$ cat src/hw/rtl/rbr_pkg.sv
// Shared types, codes and constants of the radial heightmap brush.
package rbr_pkg;

   localparam int DEF_MAP_WIDTH       = 256;
   localparam int DEF_MAP_HEIGHT      = 256;
   localparam int DEF_MAX_TILE_RADIUS = 15;
   localparam int DEF_HEIGHT_BITS     = 16;
   localparam int QUEUE_DEPTH         = 2;

   // Shared divider: 28-bit dividend, 12-bit divisor.
   localparam int DIV_W     = 28;
   localparam int DIVISOR_W = 12;
   // Square root of a 24-bit squared distance scaled by 2^32.
   localparam int SQRT_IN_W = 24;
   localparam int ROOT_W    = 28;

   localparam logic [16:0] FALLOFF_ONE     = 17'h10000;
   localparam logic [7:0]  TILE_SIZE_RESET = 8'd128;

   typedef enum logic [1:0] {
      CMD_WRITE  = 2'd0,
      CMD_READ   = 2'd1,
      CMD_BRUSH  = 2'd2,
      CMD_UNUSED = 2'd3
   } cmd_type;

   typedef enum logic {
      CSR_ENABLE    = 1'b0,
      CSR_TILE_SIZE = 1'b1
   } csr_index_type;

   typedef enum logic [2:0] {
      KIND_NOP,
      KIND_WRITE,
      KIND_READ,
      KIND_BRUSH,
      KIND_IGNORED
   } kind_type;

   typedef struct packed {
      kind_type           kind;
      logic [15:0]        pos_x;
      logic [15:0]        pos_y;
      logic [11:0]        brush_radius;
      logic signed [15:0] strength;
      logic [7:0]         tile_x;
      logic [7:0]         tile_y;
      logic signed [15:0] height_in;
   } work_type;

   typedef struct packed {
      logic [15:0] height_out;
      logic        status;
   } rsp_type;

   typedef enum logic [3:0] {
      ST_IDLE,
      ST_WRITE,
      ST_READ,
      ST_DIV_CX,
      ST_DIV_CY,
      ST_DIV_TR,
      ST_SETUP,
      ST_TILE,
      ST_DIST,
      ST_CHECK,
      ST_SQRT,
      ST_DIV_Q,
      ST_MUL,
      ST_UPDATE,
      ST_NEXT,
      ST_RESULT
   } eng_state_type;

endpackage

$ cat src/hw/rtl/rbr_queue.sv
// Small first-in first-out queue of any packed item type.
module rbr_queue #(
   parameter int  DEPTH     = 2,
   parameter type item_type = logic
) (
   input  logic     clock,
   input  logic     reset,
   input  logic     push,
   input  item_type wdata,
   output logic     full,
   input  logic     pop,
   output item_type rdata,
   output logic     empty
);
   localparam int PTR_W = (DEPTH > 1) ? $clog2(DEPTH) : 1;
   localparam int CNT_W = $clog2(DEPTH + 1);

   item_type          slots_ff [DEPTH];
   logic [PTR_W-1:0]  wptr_ff, wptr_in;
   logic [PTR_W-1:0]  rptr_ff, rptr_in;
   logic [CNT_W-1:0]  count_ff, count_in;
   logic              do_push, do_pop;

   assign full    = (count_ff == CNT_W'(DEPTH));
   assign empty   = (count_ff == '0);
   assign do_push = push && !full;
   assign do_pop  = pop && !empty;
   assign rdata   = slots_ff[rptr_ff];

   always_comb begin
      wptr_in  = wptr_ff;
      rptr_in  = rptr_ff;
      count_in = count_ff;
      if (do_push) begin
         wptr_in = (wptr_ff == PTR_W'(DEPTH - 1)) ? '0 : wptr_ff + 1'b1;
      end
      if (do_pop) begin
         rptr_in = (rptr_ff == PTR_W'(DEPTH - 1)) ? '0 : rptr_ff + 1'b1;
      end
      if (do_push && !do_pop) begin
         count_in = count_ff + 1'b1;
      end else if (do_pop && !do_push) begin
         count_in = count_ff - 1'b1;
      end
   end

   always_ff @(posedge clock) begin
      if (reset) begin
         wptr_ff  <= '0;
         rptr_ff  <= '0;
         count_ff <= '0;
      end else begin
         wptr_ff  <= wptr_in;
         rptr_ff  <= rptr_in;
         count_ff <= count_in;
      end
   end

   always_ff @(posedge clock) begin
      if (do_push) begin
         slots_ff[wptr_ff] <= wdata;
      end
   end
endmodule

$ cat src/hw/rtl/rbr_front.sv
// Front end: classifies incoming commands and queues them for the engine.
module rbr_front #(
   parameter int MAP_WIDTH  = rbr_pkg::DEF_MAP_WIDTH,
   parameter int MAP_HEIGHT = rbr_pkg::DEF_MAP_HEIGHT
) (
   input  logic               clock,
   input  logic               reset,
   input  logic               enable,
   input  logic               push,
   output logic               full,
   input  logic [1:0]         cmd,
   input  logic [15:0]        pos_x,
   input  logic [15:0]        pos_y,
   input  logic [11:0]        brush_radius,
   input  logic signed [15:0] strength,
   input  logic [7:0]         tile_x,
   input  logic [7:0]         tile_y,
   input  logic signed [15:0] height_in,
   input  logic               work_pop,
   output rbr_pkg::work_type  work_item,
   output logic               work_empty
);
   import rbr_pkg::*;

   work_type item;
   logic     on_map;

   assign on_map = (int'(tile_x) < MAP_WIDTH) && (int'(tile_y) < MAP_HEIGHT);

   // Off-map reads and writes and the unused code become no-ops here, so
   // the engine only sees work that touches the map or reports a status.
   always_comb begin
      item.pos_x        = pos_x;
      item.pos_y        = pos_y;
      item.brush_radius = brush_radius;
      item.strength     = strength;
      item.tile_x       = tile_x;
      item.tile_y       = tile_y;
      item.height_in    = height_in;
      case (cmd)
         CMD_WRITE: item.kind = on_map ? KIND_WRITE : KIND_NOP;
         CMD_READ:  item.kind = on_map ? KIND_READ : KIND_NOP;
         CMD_BRUSH: item.kind = enable ? KIND_BRUSH : KIND_IGNORED;
         default:   item.kind = KIND_NOP;
      endcase
   end

   rbr_queue #(
      .DEPTH     (QUEUE_DEPTH),
      .item_type (work_type)
   ) u_work_queue (
      .clock (clock),
      .reset (reset),
      .push  (push),
      .wdata (item),
      .full  (full),
      .pop   (work_pop),
      .rdata (work_item),
      .empty (work_empty)
   );
endmodule

$ cat config.mk
export PLATFORM = sky130hd
export DESIGN_NAME = rbr_front
export DESIGN_NICKNAME = d
export VERILOG_FILES = /design/src/hw/rtl/rbr_pkg.sv /design/src/hw/rtl/rbr_queue.sv /design/src/hw/rtl/rbr_front.sv
export SDC_FILE = /design/constraint.sdc
export NUM_CORES = 1
export LEC_CHECK = 0
export BUFFER_PORTS_ARGS = -buffer_cell sky130_fd_sc_hd__buf_2
export CORE_UTILIZATION = 30
export CTS_CLUSTER_SIZE = 20
export DETAILED_ROUTE_END_ITERATION = 6
export PLACE_DENSITY = 0.51
export SLEW_MARGIN = 40
export SYNTH_ARGS = -nofsm -noshare
export SYNTH_HDL_FRONTEND = slang
export SYNTH_SLANG_ARGS = --single-unit
$ cat constraint.sdc
create_clock -name clock -period 9.9 [get_ports clock]
set_clock_uncertainty 0.15 [all_clocks]
set_input_delay 0.495 -clock clock [delete_from_list [all_inputs] [get_ports clock]]
set_output_delay 0.495 -clock clock [all_outputs]
set_load 0.01 [all_outputs]
# Word level (Yosys, flattened, before mapping)
# Memory sizes are Yosys's and may differ from the RTL's. A register that Yosys moved wholly into a read port is not among the register bits.
# Cells that the tools add are included.
# totals
out_inout_bits	97
inputBits	99
wordCells	32
ff_bits	4
ram_bits	190
memories	1
# mem_list
memory	depth	width	read_ports	rd_ports_with_merged_regs	wr	line	rtl
u_work_queue.slots_ff	2	95	1	1	1	rbr_queue.sv:18	item_type slots_ff [DEPTH];
# classes
n_reduce_logical	11
add_sub_neg	4
n_eq_ne	3
mux	10
# ops
cell	count
$pmux 3 s3	1
$mux 1	6
$eq 2x2->1 const B	2
$logic_and 1x1->1	4
$logic_not 1->1	4
$logic_not 2->1	2
$mux 2	2
$mux 3	1
$add 1x1->1 const B	2
$add 2x1->2 const B	1
$eq 2x1->1 const B	1
$reduce_bool 2->1	1
$sub 2x1->2 const B	1

# Longest topological paths before layout
# depth
word_depth	7
depth_mapped	6

# By module
# From an unflattened synthesis, not the netlist that was laid out.
# hier_totals
hier_cells	326
hier_area_um2	7362.1
# modules_own_cells
module	n_inst	seq_area_each_um2	area_per_inst_um2	cells_each
rbr_queue	1	5805.6	7327.0	321
rbr_front	1	0.0	35.0	5

# Worst setup path after synthesis
# Ideal clock, no wire load.
# synth_timing
path_kind	input to register
startpoint	in push
endpoint	mem u_work_queue.slots_ff[1][0] in the netlist's numbering, enable pin
t_required_ns	9.285
arrival_ns	2.882
slack_ns	6.403
path_stages	3
cell_sequence	inv_1 nor2_1 and2_1
# synth_between
elab_chain_len	3
# synth_lines
element	line	rtl
start, declared	rbr_front.sv:9	input logic push,
$logic_and 1x1->1	rbr_queue.sv:26	assign do_push = push && !full;
via u_work_queue.do_push	rbr_queue.sv:22	logic do_push, do_pop;
$mux 1	rbr_queue.sv:60	if (do_push) begin
$mux 1 (implied by the code)	rbr_queue.sv:61	slots_ff[wptr_ff] <= wdata;
end, declared	rbr_queue.sv:18	
# The timed path passes the listed nets, and every way through them passes these cells.

==> flow_metrics.env <==
export IMPL_outcome="complete, no violations"
export IMPL_pre_cts_ws_ns=6.98
export IMPL_post_cts_setup_buffers=0
export IMPL_placed_cells=832
export IMPL_critPathRequiredTime_ns=9.26
export IMPL_synth_seq_cells=195
export IMPL_syn_mean_instance_area_sq_um=22.6
export IMPL_worst_slack_ns=6.91
export IMPL_initial_core_util_pct=31.0
export IMPL_netlist_area_sq_mm=0.00736
export IMPL_placed_cell_area_sq_mm=0.00862
export IMPL_synthArstFlopShare_pct=0
export IMPL_final_nets=634
export IMPL_cpMaxStageDelayCell="buf_4"
export IMPL_io_buffers=195
export IMPL_synth_most_common_cell="edfxtp_1"
export IMPL_row_count=56
export IMPL_core_area_sq_mm=0.0238
export IMPL_die_area_sq_mm=0.0252
export IMPL_root_buffer="clkbuf_16"
export IMPL_grt_overflow=0
export IMPL_drive_gt1_share_pct=60.3
export IMPL_clk_pin_slew_ns=0.08
export IMPL_grt_first_pass_wirelength_mm=20.2
export IMPL_vias=3653
export IMPL_ys_top_cells_by_count="edfxtp_1, mux2_4, mux2_2"
export IMPL_synth_edf_count=190
export IMPL_io_pins=196
export IMPL_cts_repair_resized=0
export IMPL_tns_ns=0
export IMPL_synth_top_cell_area_share_pct=77.6
export IMPL_postSynthCellCount=326
export IMPL_finalNonFillerCells=866
export IMPL_clock_sink_count=195
export IMPL_path_max_fanout=45
export IMPL_clockBufferDepth=2
export IMPL_hold_violations=0
export IMPL_wl_per_cell_um=16.1
export IMPL_cts_tree="done"
export IMPL_powerDensity_mw_per_mm2=255
export IMPL_grt_usage_pct=11.0
export IMPL_holdBufCountCts=0
export IMPL_die_y_um=159
export IMPL_ir_drop_mv=0.141
export IMPL_drt_iter0_markers=132
export IMPL_gp_congestion=0.679
export IMPL_insertion_delay_ns=0.42
export IMPL_hold_class="in -> reg"
export IMPL_avgViaCountPerCell=4.22
export IMPL_critPathLaunchType="flip-flop"
export IMPL_syn2layout_area_growth_pct=25.8
export IMPL_ys_seq_area_share_pct=78.9
export IMPL_grt_max_degree=68
export IMPL_htreeDepth=4
export IMPL_synth_cell_types=20
export IMPL_synth_warnings=0
export IMPL_cts_buffers=17
export IMPL_maxSlewHeadroom_pct=45.1
export IMPL_crit_arrival_ns=2.34
export IMPL_n_fill_cell=2172
export IMPL_synth_ff_type="edfxtp_1"
export IMPL_path_class="reg -> out"
export IMPL_slew_viol_final=0
export IMPL_p_total_uw=2360
export IMPL_n_antenna_cell=0
export IMPL_firstDrtPassIters=4
export IMPL_antenna_found_initial=0
export IMPL_max_slew_worst_pin_slew_ns=0.824
export IMPL_setup_viol_count_final=0
export IMPL_die_w_um=159
export IMPL_cp_end_kind="output pin"
export IMPL_synth_area_top_cells="edfxtp_1, mux2_4, mux2_2, buf_12, dfxtp_1"
export IMPL_rsz0062_at_grt="no"
export IMPL_ant_nets=0
export IMPL_drt_wl_total_mm=13.9
export IMPL_grt_pass1_vias=3683
export IMPL_max_freq_ghz=0.335
export IMPL_yosys_area_top_type="edfxtp_1"
export IMPL_fin_crit_ns=2.99
export IMPL_design_area_sq_mm=0.00925
export IMPL_crit_chain="buf_4, mux2_2, buf_2"
export IMPL_drc_errors=0
export IMPL_slowest_delay_ns=0.69
export IMPL_cap_violations=0
export IMPL_synthesis_nets=426
export IMPL_layout_worst_path_cycle_share_pct=30.2
export IMPL_p_leak_uw=0.00351
export IMPL_dp_hpwl_mm=9.06
## path summary, 6_finish.rpt
kind | start | end | slack (ns) | cells past startpoint
worst max-delay path | flip-flop | work_item[1] | 6.91 | 3
worst min-delay path | pos_x[13] | u_work_queue.slots_ff[1][89] | 0.11 | 1
worst min register to register | u_work_queue.wptr_ff | u_work_queue.wptr_ff | 0.35 | 2
worst max register to register | u_work_queue.count_ff[0] | u_work_queue.slots_ff[0][14] | 7.36 | 5
## sequential cells by signal, summed over array words and instances, names as in the netlist, named ones only
name / cells
u_work_queue.rptr_ff: 1
u_work_queue.slots_ff: 190
u_work_queue.wptr_ff: 1
u_work_queue.count_ff: 2
## cells in the final DEF, fill, tap and decap left out, types with 2 or more instances in the layout
cell type	count
a21oi_1	3
buf_12	2
buf_2	195
buf_4	2
clkbuf_16	17
clkinv_8	2
dfxtp_1	4
edfxtp_1	190
inv_1	2
inv_6	4
inv_8	4
mux2_2	45
mux2_4	50
nor2_1	5
o21ai_0	3
or3_1	2
xor2_1	3
## cell families after synthesis
logic type,Yosys count,synth area share (%)
buf+inv,14,2.14
mux,96,17.2
flops,195,78.9
fa+ha+maj,1,0.170
xor+xnor,3,0.357
compound gates,6,0.408
simple gates,11,0.782
## per-stage QoR
stage	utilization, %	hold slack [ns]
final	39.0	0.105
after global routing	39.0	0.0762
after CTS	38.8	0.0760
after detailed placement	36.3	0.334
after global placement	36.3	0.322
after floorplan	-	0.302
## power breakdown
group / switching (uW) / total (uW) / internal (uW)
Combinational: 295 / 592 / 297
Clock: 327 / 687 / 361
Sequential: 43.0 / 1080 / 1040
Total: 665 / 2360 / 1690
## layer usage
layer	GRT usage, %	up-vias	wire [um]
met2	17.6	133	6510
met5	0	-	0
met1	13.6	1800	6250
met3	3.70	14	962
met4	4.53	0	188
li1	-	1706	-
## worst max-delay path: cells and delay by family, from the launching register on
family	cells	cell delay, ns
muxes	1	0.41
DFF	1	0.60
buffers and inverters	2	0.83
## final cells by class
| cell class | count | area [sq um] | share of cell area [%] |
|---|---|---|---|
| Timing Repair Buffer | 200 | 1040 | 11.3 |
| Inverter | 3 | 13.8 | 0.149 |
| Multi-Input combinational cell | 117 | 1400 | 15.1 |
| Sequential cell | 195 | 5810 | 62.8 |
| Tap cell | 319 | 399 | 4.31 |
| Clock inverter | 15 | 168 | 1.81 |
| Clock buffer | 17 | 425 | 4.60 |
(Power assumes the default switching activity.)
