$ cat config.mk
export PLATFORM = sky130hd
export DESIGN_NAME = rbr_queue
export DESIGN_NICKNAME = d
export VERILOG_FILES = /design/src/hw/rtl/rbr_queue.sv
export SDC_FILE = /design/constraint.sdc
export NUM_CORES = 1
export LEC_CHECK = 0
export BUFFER_PORTS_ARGS = -buffer_cell sky130_fd_sc_hd__buf_2
export CAP_MARGIN = 20
export CORE_AREA = 2 2 39 41
export DETAILED_ROUTE_END_ITERATION = 6
export DIE_AREA = 0 0 41 43
export PLACE_DENSITY = 0.48
export SKIP_CTS_REPAIR_TIMING = 1
export SYNTH_ARGS = -nofsm -noshare
export SYNTH_HDL_FRONTEND = slang
export SYNTH_SLANG_ARGS = --single-unit
export TNS_END_PERCENT = 100
$ cat constraint.sdc
create_clock -name clock -period 1.5 [get_ports clock]
set_clock_uncertainty 0.05 [all_clocks]
set_input_delay 0.075 -clock clock [delete_from_list [all_inputs] [get_ports clock]]
set_output_delay 0.075 -clock clock [all_outputs]
set_load 0.02 [all_outputs]
$ cat src/hw/rtl/rbr_queue.sv
// Small first-in first-out queue of any packed item type.
module rbr_queue #(
   parameter int  DEPTH     = 2,
   parameter type item_type = logic
) (
   input  logic     clock,
   input  logic     reset,
   input  logic     push,
   input  item_type wdata,
   output logic     full,
   input  logic     pop,
   output item_type rdata,
   output logic     empty
);
   localparam int PTR_W = (DEPTH > 1) ? $clog2(DEPTH) : 1;
   localparam int CNT_W = $clog2(DEPTH + 1);

   item_type          slots_ff [DEPTH];
   logic [PTR_W-1:0]  wptr_ff, wptr_in;
   logic [PTR_W-1:0]  rptr_ff, rptr_in;
   logic [CNT_W-1:0]  count_ff, count_in;
   logic              do_push, do_pop;

   assign full    = (count_ff == CNT_W'(DEPTH));
   assign empty   = (count_ff == '0);
   assign do_push = push && !full;
   assign do_pop  = pop && !empty;
   assign rdata   = slots_ff[rptr_ff];

   always_comb begin
      wptr_in  = wptr_ff;
      rptr_in  = rptr_ff;
      count_in = count_ff;
      if (do_push) begin
         wptr_in = (wptr_ff == PTR_W'(DEPTH - 1)) ? '0 : wptr_ff + 1'b1;
      end
      if (do_pop) begin
         rptr_in = (rptr_ff == PTR_W'(DEPTH - 1)) ? '0 : rptr_ff + 1'b1;
      end
      if (do_push && !do_pop) begin
         count_in = count_ff + 1'b1;
      end else if (do_pop && !do_push) begin
         count_in = count_ff - 1'b1;
      end
   end

   always_ff @(posedge clock) begin
      if (reset) begin
         wptr_ff  <= '0;
         rptr_ff  <= '0;
         count_ff <= '0;
      end else begin
         wptr_ff  <= wptr_in;
         rptr_ff  <= rptr_in;
         count_ff <= count_in;
      end
   end

   always_ff @(posedge clock) begin
      if (do_push) begin
         slots_ff[wptr_ff] <= wdata;
      end
   end
endmodule

==> Word-level counts from Yosys, hierarchy flattened <==
Memory sizes are Yosys's and may differ from the RTL's. A register that Yosys moved wholly into a read port is not among the register bits.
Cells that the tools add are included.
{ "word_totals": {"ff_bits": 4, "mem_bits_rw": 2, "input_bits": 5, "out_inout_bits": 3, "memories": 1} }
{ "mem_list": {"columns": ["name", "words", "width", "rd", "rd_ports_with_merged_regs", "wr", "line", "text"], "rows": [
  ["slots_ff", 2, 1, 1, 1, 1, "18", "item_type slots_ff [DEPTH];"]
]} }
{ "op_classes": {"n_addsub": 4, "n_eq_ne": 1, "mux": 8, "reduce_logical": 10} }
{ "ops": {"columns": ["op", "count"], "rows": [
  ["$mux 1", 6],
  ["$logic_and 1x1->1", 4],
  ["$logic_not 1->1", 4],
  ["$mux 2", 2],
  ["$add 1x1->1 const B", 2],
  ["$add 2x1->2 const B", 1],
  ["$eq 2x2->1 const B", 1],
  ["$logic_not 2->1", 1],
  ["$reduce_bool 2->1", 1],
  ["$sub 2x1->2 const B", 1]
]} }

==> Longest topological paths before layout <==
Gate-level depths: netlist (run 1).
{ "logic_depth": {"ltp_word": 7, "mapped_depth": 6, "mapped_depth_nobuf": 6} }

==> Worst setup path before layout (run 1) <==
Ideal clock, no wire load.
{ "synth_path": {"path_kind": "flip-flop to flip-flop", "from": "register count_ff[1]", "to": "register count_ff[1]", "setup_ps": 70, "arrival_ps": 1494, "t_required_ps": 1380, "path_slack_ps": -114, "path_stages_with_launch": 6, "path_buffers": 0, "path_cell_list": "dfxtp_1 > nor2b_2 > nor2_1 > ha_1 > or3_1 > a21oi_1"} }
{ "synth_between": {"elab_chain_len": 6} }
{ "synth_rtl": {"columns": ["item", "line", "text"], "rows": [
  ["from (decl)", "21", "logic [CNT_W-1:0] count_ff, count_in;"],
  ["from (signal assigned)", "55", "count_ff <= count_in;"],
  ["$eq 2x2->1 *", "24", "assign full = (count_ff == CNT_W'(DEPTH));"],
  ["via full", "10", "output logic full,"],
  ["$logic_not 1->1 *", "26", "assign do_push = push && !full;"],
  ["$logic_and 1x1->1 *", "26", null],
  ["$logic_not 1->1", "42", "end else if (do_pop && !do_push) begin"],
  ["$logic_and 1x1->1", "42", null],
  ["$reduce_bool 2->1 (no source line)", null, null]
]} }
The timed path passes the listed nets; every way through them passes the cells marked *. The select of a mux whose other input is x is not followed.
A chain may end at the register's enable or synchronous reset.

==> Worst setup path after layout (run 1) <==
{ "layout_path": {"from": "register count_ff[1]", "to": "register count_ff[1]"} }
{ "layout_between": {"elab_chain_len": 6} }
{ "layout_rtl": {"columns": ["item", "line"], "rows": [
  ["$eq 2x2->1 or $logic_not 2->1 (tied branches)", "24, 25"],
  ["$logic_not 1->1 (on tied branches)", "26, 27"],
  ["$logic_and 1x1->1 (on tied branches)", "26, 27"],
  ["$logic_not 1->1 (on tied branches)", "42, 40"],
  ["$logic_and 1x1->1 (on tied branches)", "42, 40"],
  ["$reduce_bool 2->1 (no source line) or $mux 2 (tied branches)", null]
]} }
Parallel ways exist; a longest one is shown, timed or not. The select of a mux whose other input is x is not followed.

==> metrics.md, run 1 <==
| Metric | Value |
|---|---|
| Outcome | completed |
| Simple-Gate Fraction of Synth Area | 16.0% |
| Post-Synth XOR/XNOR Area | 9.09% |
| Fraction of the mapped netlist area in compound gates | 8.66% |
| Synth Area in Adders | 4.33% |
| Worst-margin pin slew | 0.179 ns |
| Core utilization of the finished layout | 32.6% |
| Final worst path period share | 96.3% |
| CTS tree | done |
| Worst reg-to-reg path cell count | 5 |
| Proportion of layout cells with a drive suffix above 1 | 46.7% |
| Area of the multi-input gates | 145 um2 |
| CP Class | reg -> reg |
| Sort of element at the start of the critical path | flip-flop |
| Combinational family with the most area after synthesis | simple AND/OR/NAND/NOR gates |
| Number of register bits inferred by synthesis | 7 |
| Synth cell types | 12 |
| Clock-pin slew reported for the worst setup and hold paths after clock tree synthesis | 0.05 ns |
| Routed via count divided by cell count | 3.93 |
| Fill count | 149 |
| Top cell family by delay on the critical path | simple AND/OR/NAND/NOR gates |
| Fraction of synthesis flops using an asynchronous set or reset pin | 0% |
| DRC marker count from the first detailed-route iteration | 7 |
| Number of warnings issued by yosys | 0 |
| Total length of routed wires | 528 um |
| Initial Utilization | 20.9% |
| Post-synth top area share | 34.6% |
| Combined buffer and inverter count along the critical path | 0 |
| Maximum level of the CTS H-tree | 1 |
| Mux contribution to synthesized area | 3.90% |
| Last weighted congestion value of the routability-driven placer | 0.573 |
| Internal power component | 0.000573 W |
| Remaining antenna violation count after routing | 0 |
| Largest net degree at the start of global routing | 6 |
| Max Slew Vio Count | 0 |
| Cell taking the most area after synthesis | sky130_fd_sc_hd__dfxtp_1 |
| Switching power summed over all nets | 0.000292 W |
| Horizontal die dimension | 41 um |
| Number of buffers between clock root and the deepest sink | 2 |
| Leakage power | 0.199 nW |
| Setup slack of the critical path after layout | 0.0553 ns |
| Number of nets in the synthesized netlist | 34 |
| Hold path startpoint | push |
| Post-layout minimum cycle time | 1.44 ns |
| Top cell types by occurrence after synthesis | 5 x sky130_fd_sc_hd__dfxtp_1, 5 x sky130_fd_sc_hd__nor2_1, 3 x sky130_fd_sc_hd__o21ai_0, 3 x sky130_fd_sc_hd__xor2_1 |
| Hold Fails Final Rpt | 0 |
| Worst VDD drop | 0.000654 V |
| Placeable Area | 0.00138 mm2 |
| Hold WC Path Type | in -> reg |
| Worst-case headroom to the max-slew limit | 88.0% |
| Grt total ovfl | 0 |
| Number of cells on the worst hold path | 4 |
| Post-Syn Instances | 28 |
| Count of antenna diodes in the layout | 0 |
| Final HPWL from detailed placement | 381 um |
| MaxCap Viol Count | 0 |
| # port buffers | 7 |
| Library cell contributing the largest single delay on the critical path | sky130_fd_sc_hd__dfxtp_4 |
| Sequential share of power | 36.9% |
| GRT Util Overall | 7.26% |
| R2r endpoint | count_ff[1]$_SDFFE_PP0P_ |
| Initial antenna violation count | 0 |
| CP max FO | 5 |
| Drc violations | 0 |
| Highest cell delay on the worst timing path | 0.35 ns |
| FP Rows | 14 |
| Final setup vio count | 0 |
| Vertical die dimension | 43 um |
| Worst slack at placement | 0.0286 ns |
| Wire length of the first global-routing pass | 786 um |
| Sw Share | 33.8% |
| Number of top-level pins | 8 |
| Register-to-register setup slack | 0.06 ns |
| Proportion of power drawn by the clock network | 19.1% |
| Most used flip-flop cell after synthesis | sky130_fd_sc_hd__dfxtp_1 |
| Endpoint arrival time on the critical path | 1.57 ns |
| Endpoint of the worst hold-timing path | wptr_ff$_SDFFE_PP0N_ |
| CTS Root Cell | sky130_fd_sc_hd__clkbuf_4 |
| Critical Path RT | 1.62 ns |
| Layout overhead on the synthesized area | 56.3% |
| Post-Synthesis Mean Instance Area | 10.3 um2 |
| Launch point of the worst reg-to-reg path | count_ff[1]$_SDFFE_PP0P_ |
| Vias in the first global route | 205 |
| Post-synth EDFFs | 2 |
| Clock buffers created by TritonCTS | 3 |
| Sequential area share after synthesis | 55.4% |
| Cell types with the largest area share after synthesis | sky130_fd_sc_hd__dfxtp_1 35%, sky130_fd_sc_hd__edfxtp_1 21%, sky130_fd_sc_hd__xor2_1 9.1% |
| Routed wire length per instance | 8.66 um |
| DIE AREA | 0.00176 mm2 |
| Clock Sink Count | 7 |
| Via count | 240 |
| Crit path cell chain | nor2b_4 -> nor2_2 -> ha_4 -> or3_1 -> a21oi_1 |
| Storage element area | 168 um2 |
| Unrepaired setup endpoints after global routing | false |
| Achievable clock frequency | 692 MHz |
| Area of the mapped netlist | 289 um2 |
| Layout Nets | 52 |
| Type of element capturing the critical path | flip-flop |
| Combinational cell fraction of total power | 44.0% |
| Detailed-router iteration count before antenna repair | 3 |
| Power density over cell area | 1910 mW/mm2 |
| Worst-Skew Late Latency | 0.25 ns |
[through the flow]
step	power (W)	hold WS [ns]	instances	area (um2)	setup TNS, ns
floorplan	0.000521	0.0867	28	297	-0.0137
global placement	0.000628	0.224	53	367	0
detailed placement	0.000627	0.223	53	367	0
CTS	0.000806	-0.0394	57	393	0
global route	0.000943	0.214	61	452	0
finish	0.000865	0.176	61	452	0
[final cells by class]
| cell class | count | area share, % |
|---|---|---|
| Sequential cell | 7 | 37.1 |
| Tap cell | 16 | 4.43 |
| Timing Repair Buffer | 13 | 18.8 |
| Clock buffer | 4 | 5.82 |
| Inverter | 2 | 1.66 |
| Multi-Input combinational cell | 19 | 32.1 |
[worst max path at each step]
stage,from,to,slack [ns],cells after the start
2_1_floorplan,count_ff[1]$_SDFFE_PP0P_,count_ff[1]$_SDFFE_PP0P_,-0.01,5
3_3_place_gp,count_ff[1]$_SDFFE_PP0P_,count_ff[1]$_SDFFE_PP0P_,0.05,6
3_5_place_dp,count_ff[1]$_SDFFE_PP0P_,count_ff[1]$_SDFFE_PP0P_,0.03,6
4_1_cts,count_ff[1]$_SDFFE_PP0P_,count_ff[1]$_SDFFE_PP0P_,0.008,6
5_1_grt,count_ff[1]$_SDFFE_PP0P_,count_ff[1]$_SDFFE_PP0P_,0.008,6
6_report,count_ff[1]$_SDFFE_PP0P_,count_ff[1]$_SDFFE_PP0P_,0.06,5
[tightest hold or removal path, stage by stage]
cell and delay [ns]:
sky130_fd_sc_hd__buf_2 0.07, sky130_fd_sc_hd__inv_1 0.05, sky130_fd_sc_hd__o21ai_0 0.15, sky130_fd_sc_hd__a21oi_1 0.07
[power groups by stage]
stage                     registers [W]  logic (W)  clock network, W
final                          0.000319   0.000381          0.000165
after detailed placement       0.000309   0.000318                 0
after global placement         0.000309   0.000318                 0
after floorplan                0.000299   0.000223                 0
after global routing           0.000329   0.000425          0.000188
after CTS                      0.000305   0.000320          0.000181
[logic make-up after synthesis]
kind of cell | count (synthesis)
adders and majority gates | 1
muxes | 1
DFF | 7
buffers and inverters | 2
and+or+nand+nor | 9
AOI/OAI and AO/OA | 5
xor gates and xnor gates | 3
[cell usage in the layout, fill, tap and decap left out, drive strengths merged]
cell type	netlist	routed
dfxtp	5	5
edfxtp	2	2
nor2	5	5
o21ai	3	3
dlygate4sd3	0	2
buf	0	11
and2	1	1
inv	2	2
clkbuf	0	4
or3	2	2
xor2	3	3
nor2b	1	1
ha	1	1
mux2	1	1
a21oi	2	2
[per-layer routing]
| metal | routed length [um] | GRT usage [%] | up-vias | share of wire [%] |
|---|---|---|---|---|
| met5 | 0 | 0 | - | 0 |
| met4 | 0 | 2.00 | 0 | 0 |
| met3 | 51 | 7.85 | 0 | 9.7 |
| met2 | 255 | 9.06 | 8 | 48 |
| met1 | 221 | 8.14 | 103 | 42 |
| li1 | - | - | 129 | - |
No activity file was read; power rests on OpenSTA's default activity.
==> run 2, diff against run 1 <==
--- a/config.mk
+++ b/config.mk
@@ -11,6 +11,7 @@
 export DETAILED_ROUTE_END_ITERATION = 6
 export DIE_AREA = 0 0 41 43
 export PLACE_DENSITY = 0.48
+export REMOVE_ABC_BUFFERS = 1
 export SKIP_CTS_REPAIR_TIMING = 1
 export SYNTH_ARGS = -nofsm -noshare
 export SYNTH_HDL_FRONTEND = slang
==> metrics.md, run 2 (synthesis results as in run 1) <==
| Metric | Value |
|---|---|
| Outcome | finished, violations left |
| Failing checks | negative hold slack |
| Hold WC Path Type | in -> reg |
| Total length of routed wires | 453 um |
| Most used cells in the layout excluding fill and tap cells | 7 x sky130_fd_sc_hd__buf_2, 4 x sky130_fd_sc_hd__nor2_1 |
| Switching power summed over all nets | 0.000283 W |
| Proportion of power drawn by the clock network | 20.5% |
| Last weighted congestion value of the routability-driven placer | 0.621 |
| Maximum level of the CTS H-tree | 1 |
| Grt total ovfl | 0 |
| Number of buffers between clock root and the deepest sink | 2 |
| Sort of element at the start of the critical path | flip-flop |
| Combinational cell fraction of total power | 42.5% |
| Placed Cells | 54 |
| Worst-case headroom to the max-slew limit | 86.1% |
| Vias in the first global route | 217 |
| Achievable clock frequency | 697 MHz |
| Internal power component | 0.000537 W |
| Number of top-level pins | 8 |
| Worst-margin pin slew | 0.206 ns |
| Sw Share | 34.5% |
| Clock buffers created by TritonCTS | 3 |
| CP max FO | 5 |
| Fin cells | 59 |
| Final HPWL from detailed placement | 364 um |
| Initial Utilization | 20.9% |
| DRC marker count from the first detailed-route iteration | 2 |
| R2r endpoint | count_ff[1]$_SDFFE_PP0P_ |
| Timing startpoint of the critical path | count_ff[1]$_SDFFE_PP0P_ |
| Final setup vio count | 0 |
| Wire length of the first global-routing pass | 765 um |
| Via count | 226 |
| FP Rows | 14 |
| Setup TNS | 0 ns |
| CP Class | reg -> reg |
| Initial antenna violation count | 0 |
| Endpoint arrival time on the critical path | 1.57 ns |
| Count of antenna diodes in the layout | 0 |
| Hold Fails Final Rpt | 1 |
| Capturing element of the worst setup path | count_ff[1]$_SDFFE_PP0P_ |
| Routed wire length per instance | 7.68 um |
| CTS Root Cell | sky130_fd_sc_hd__clkbuf_4 |
| Routed via count divided by cell count | 3.83 |
| Clock-pin slew reported for the worst setup and hold paths after clock tree synthesis | 0.05 ns |
| GRT Util Overall | 7.04% |
| Max Slew Vio Count | 0 |
| Remaining antenna violation count after routing | 0 |
| DIE AREA | 0.00176 mm2 |
| Register-to-register setup slack | 0.07 ns |
| Final worst path period share | 95.6% |
| Layout overhead on the synthesized area | 44.2% |
| Type of element capturing the critical path | flip-flop |
| Worst VDD drop | 0.000432 V |
| Layout Nets | 50 |
| Proportion of layout cells with a drive suffix above 1 | 44.2% |
| Placeable Area | 0.00138 mm2 |
| # port buffers | 7 |
| Post-layout minimum cycle time | 1.43 ns |
| Leakage power | 0.187 nW |
| Unrepaired setup endpoints after global routing | true |
| Hold path startpoint | reset |
| Largest net degree at the start of global routing | 6 |
| Launch point of the worst reg-to-reg path | count_ff[1]$_SDFFE_PP0P_ |
| Sequential share of power | 37.0% |
| Vertical die dimension | 43 um |
| Power density over cell area | 1970 mW/mm2 |
| MaxCap Viol Count | 0 |
| Critical Path RT | 1.63 ns |
| CTS tree | done |
| Min Hold Slack | -0.00319 ns |
| Clock Sink Count | 7 |
| Worst-Skew Late Latency | 0.25 ns |
| Detailed-router iteration count before antenna repair | 3 |
| Drc violations | 0 |
| Most common cell after layout, fill and taps aside | sky130_fd_sc_hd__buf_2 |
| Horizontal die dimension | 41 um |
| Worst reg-to-reg path cell count | 6 |
==> run 2: final cells by class <==
| class | count | area [um2] |
|---|---|---|
| fill | 147 | 967 |
| sequential | 7 | 163 |
| multi-input combinational | 19 | 133 |
| timing repair buffer | 11 | 67.6 |
| clock buffer | 4 | 26.3 |
| tap | 16 | 20.0 |
| inverter | 2 | 7.51 |
==> run 2: critical path, cell delays in order (launching register included) <==
cell                      delay [ns]
sky130_fd_sc_hd__dfxtp_2        0.35
sky130_fd_sc_hd__nor2b_4        0.16
sky130_fd_sc_hd__nor2_2         0.05
sky130_fd_sc_hd__ha_1           0.18
sky130_fd_sc_hd__xor2_1         0.14
sky130_fd_sc_hd__or3_1          0.32
sky130_fd_sc_hd__a21oi_2        0.11
==> run 2: power by group through the flow <==
stage,registers [W],logic [W],clock network [W]
finish,0.000304,0.000348,0.000168
global route,0.000314,0.000386,0.000194
CTS,0.000293,0.000327,0.000180
detailed placement,0.000296,0.000325,0
global placement,0.000299,0.000325,0
floorplan,0.000289,0.000214,0
==> run 2: through the flow <==
step                utilization (%)  total power, W  worst slack [ns]  area [um2]
finish                         30.1        0.000820            0.0655         417
global route                   30.1        0.000894           -0.0287         417
CTS                            28.4        0.000800          -0.00985         393
detailed placement             26.5        0.000622         -0.000937         367
global placement               26.5        0.000624          -0.00791         367
floorplan                         -        0.000503            -0.114         289
==> run 2: metal layers <==
layer	GRT usage, %	vias up	wire [um]
li1	-	124	-
met2	9.38	2	243
met4	8.00	0	0
met5	0	-	0
met1	7.12	100	206
met3	3.14	0	3
==> run 2: worst min path at each step <==
stage / end / depth (start not counted)
3_3_place_gp: slots_ff[0]$_DFFE_PP_ / 1
6_report: count_ff[1]$_SDFFE_PP0P_ / 2
3_5_place_dp: slots_ff[0]$_DFFE_PP_ / 1
4_1_cts: slots_ff[1]$_DFFE_PP_ / 1
2_1_floorplan: count_ff[1]$_SDFFE_PP0P_ / 1
5_1_grt: count_ff[1]$_SDFFE_PP0P_ / 2
==> run 3, diff against run 2 <==
--- a/config.mk
+++ b/config.mk
@@ -5,12 +5,13 @@
 export SDC_FILE = /design/constraint.sdc
 export NUM_CORES = 1
 export LEC_CHECK = 0
-export BUFFER_PORTS_ARGS = -buffer_cell sky130_fd_sc_hd__buf_2
 export CAP_MARGIN = 20
 export CORE_AREA = 2 2 39 41
 export DETAILED_ROUTE_END_ITERATION = 6
 export DIE_AREA = 0 0 41 43
-export PLACE_DENSITY = 0.48
+export DONT_BUFFER_PORTS = 1
+export GPL_ROUTABILITY_DRIVEN = 0
+export PLACE_DENSITY = 0.43
 export REMOVE_ABC_BUFFERS = 1
 export SKIP_CTS_REPAIR_TIMING = 1
 export SYNTH_ARGS = -nofsm -noshare
==> metrics.md, run 3 (synthesis results as in run 1) <==
| Metric | Value |
|---|---|
| Achievable clock frequency | 686 MHz |
| CTS Root Cell | sky130_fd_sc_hd__clkbuf_4 |
| Internal power component | 0.000547 W |
| Via count | 223 |
| Failing checks | negative hold slack |
| Number of buffers between clock root and the deepest sink | 2 |
| Maximum level of the CTS H-tree | 1 |
| CP max FO | 5 |
| Sort of element at the start of the critical path | flip-flop |
| Switching power summed over all nets | 0.000311 W |
| Outcome | finished, violations left |
| Clock Sink Count | 7 |
| Final HPWL from detailed placement | 406 um |
| CP Class | reg -> reg |
| Setup TNS | 0 ns |
| Worst-margin pin slew | 0.385 ns |
| Largest net degree at the start of global routing | 6 |
| Vertical die dimension | 43 um |
| Max Slew Vio Count | 0 |
| Library cell contributing the largest single delay on the critical path | sky130_fd_sc_hd__dfxtp_4 |
| Final worst path period share | 97.1% |
| # port buffers | 0 |
| Count of antenna diodes in the layout | 0 |
| Initial antenna violation count | 0 |
| FP Rows | 14 |
| Sequential share of power | 36.1% |
| Drc violations | 0 |
| MaxCap Viol Count | 0 |
| Proportion of layout cells with a drive suffix above 1 | 41.7% |
| Proportion of power drawn by the clock network | 20.6% |
| DIE AREA | 0.00176 mm2 |
| Hold Fails Final Rpt | 5 |
| Grt total ovfl | 0 |
| Hold WC Path Type | in -> reg |
| Placeable Area | 0.00138 mm2 |
| Clock buffers created by TritonCTS | 3 |
| Critical Path RT | 1.64 ns |
| Vias in the first global route | 226 |
| Worst-case headroom to the max-slew limit | 74.3% |
| GRT Util Overall | 7.98% |
| DRC marker count from the first detailed-route iteration | 0 |
| Sw Share | 36.3% |
| Layout Nets | 43 |
| Clock-pin slew reported for the worst setup and hold paths after clock tree synthesis | 0.06 ns |
| Core utilization of the finished layout | 29.7% |
| Power Total | 0.000858 W |
| Post-layout minimum cycle time | 1.46 ns |
| Power density over cell area | 2090 mW/mm2 |
| Combinational cell fraction of total power | 43.2% |
| Min Hold Slack | -0.185 ns |
| Worst VDD drop | 0.000642 V |
| Total length of routed wires | 546 um |
| Horizontal die dimension | 41 um |
| Detailed-router iteration count before antenna repair | 1 |
| Final setup vio count | 0 |
| Most used cells in the layout excluding fill and tap cells | 4 x sky130_fd_sc_hd__nor2_1, 3 x sky130_fd_sc_hd__xor2_1, 3 x sky130_fd_sc_hd__dfxtp_1, 3 x sky130_fd_sc_hd__clkbuf_4, 3 x sky130_fd_sc_hd__buf_4 |
| Highest cell delay on the worst timing path | 0.36 ns |
| Routed via count divided by cell count | 4.29 |
| Wire length of the first global-routing pass | 883 um |
| Unrepaired setup endpoints after global routing | true |
| Crit path cell chain | nor2b_4 -> nor2_4 -> ha_4 -> xor2_1 -> or3_4 -> a21oi_2 |
| Endpoint arrival time on the critical path | 1.60 ns |
| Leakage power | 0.163 nW |
| CTS tree | done |
| Layout overhead on the synthesized area | 42.0% |
| Routed wire length per instance | 10.5 um |
| Remaining antenna violation count after routing | 0 |
| Number of top-level pins | 8 |
| Type of element capturing the critical path | flip-flop |
| Initial Utilization | 20.9% |
| Fill count | 151 |
| Worst-Skew Late Latency | 0.26 ns |
| Most common cell after layout, fill and taps aside | sky130_fd_sc_hd__nor2_1 |
run 3: cell count changes in the layout (fill, tap and decap cells not counted), sizes merged:
| cell | previous run | this run |
|---|---|---|
| buf | 10 | 3 |
run 3: metal layers:
layer  GRT usage, %  wire, um  up-vias
li1               -         -      109
met1           8.20       211      106
met2           11.3       288        6
met3           1.57        24        2
met4           10.0        21        0
met5              0         0        -
run 3: stage by stage:
step	setup slack (ns)	std cells	area, um2
floorplan	-0.114	28	289
global placement	0.0130	47	332
detailed placement	-0.0290	47	332
CTS	-0.0450	51	358
global route	-0.00797	52	410
finish	0.0431	52	410
run 3: power by group through the flow:
stage / clock network (W) / logic, W / registers (W)
after floorplan: 0 / 0.000214 / 0.000289
after global placement: 0 / 0.000285 / 0.000287
after detailed placement: 0 / 0.000293 / 0.000293
after CTS: 0.000182 / 0.000294 / 0.000291
after global routing: 0.000192 / 0.000402 / 0.000320
final: 0.000177 / 0.000371 / 0.000310
run 3: final timing paths:
kind | start | to | slack (ns) | depth (start not counted)
setup / recovery | count_ff[1]$_SDFFE_PP0P_ | count_ff[1]$_SDFFE_PP0P_ | 0.04 | 6
hold / removal | reset | count_ff[1]$_SDFFE_PP0P_ | -0.19 | 1
setup reg to reg | count_ff[1]$_SDFFE_PP0P_ | count_ff[1]$_SDFFE_PP0P_ | 0.04 | 6
hold reg to reg | wptr_ff$_SDFFE_PP0N_ | wptr_ff$_SDFFE_PP0N_ | 0.44 | 2
run 3: layout make-up:
cell class	instances	area (um2)	share of cell area [%]
tap	16	20.0	4.88
multi-input combinational	19	159	38.7
clock buffer	4	26.3	6.40
sequential	7	165	40.2
inverter	2	7.51	1.83
timing repair buffer	4	32.5	7.93
run 3: critical path, delay by kind of cell (launching register included):
kind                     cells  cell delay, ns
AO/OA/AOI/OAI                1            0.11
XOR/XNOR                     1            0.14
adder cells (fa/ha/maj)      1            0.15
flip-flops                   1            0.36
AND/OR/NAND/NOR              3            0.56
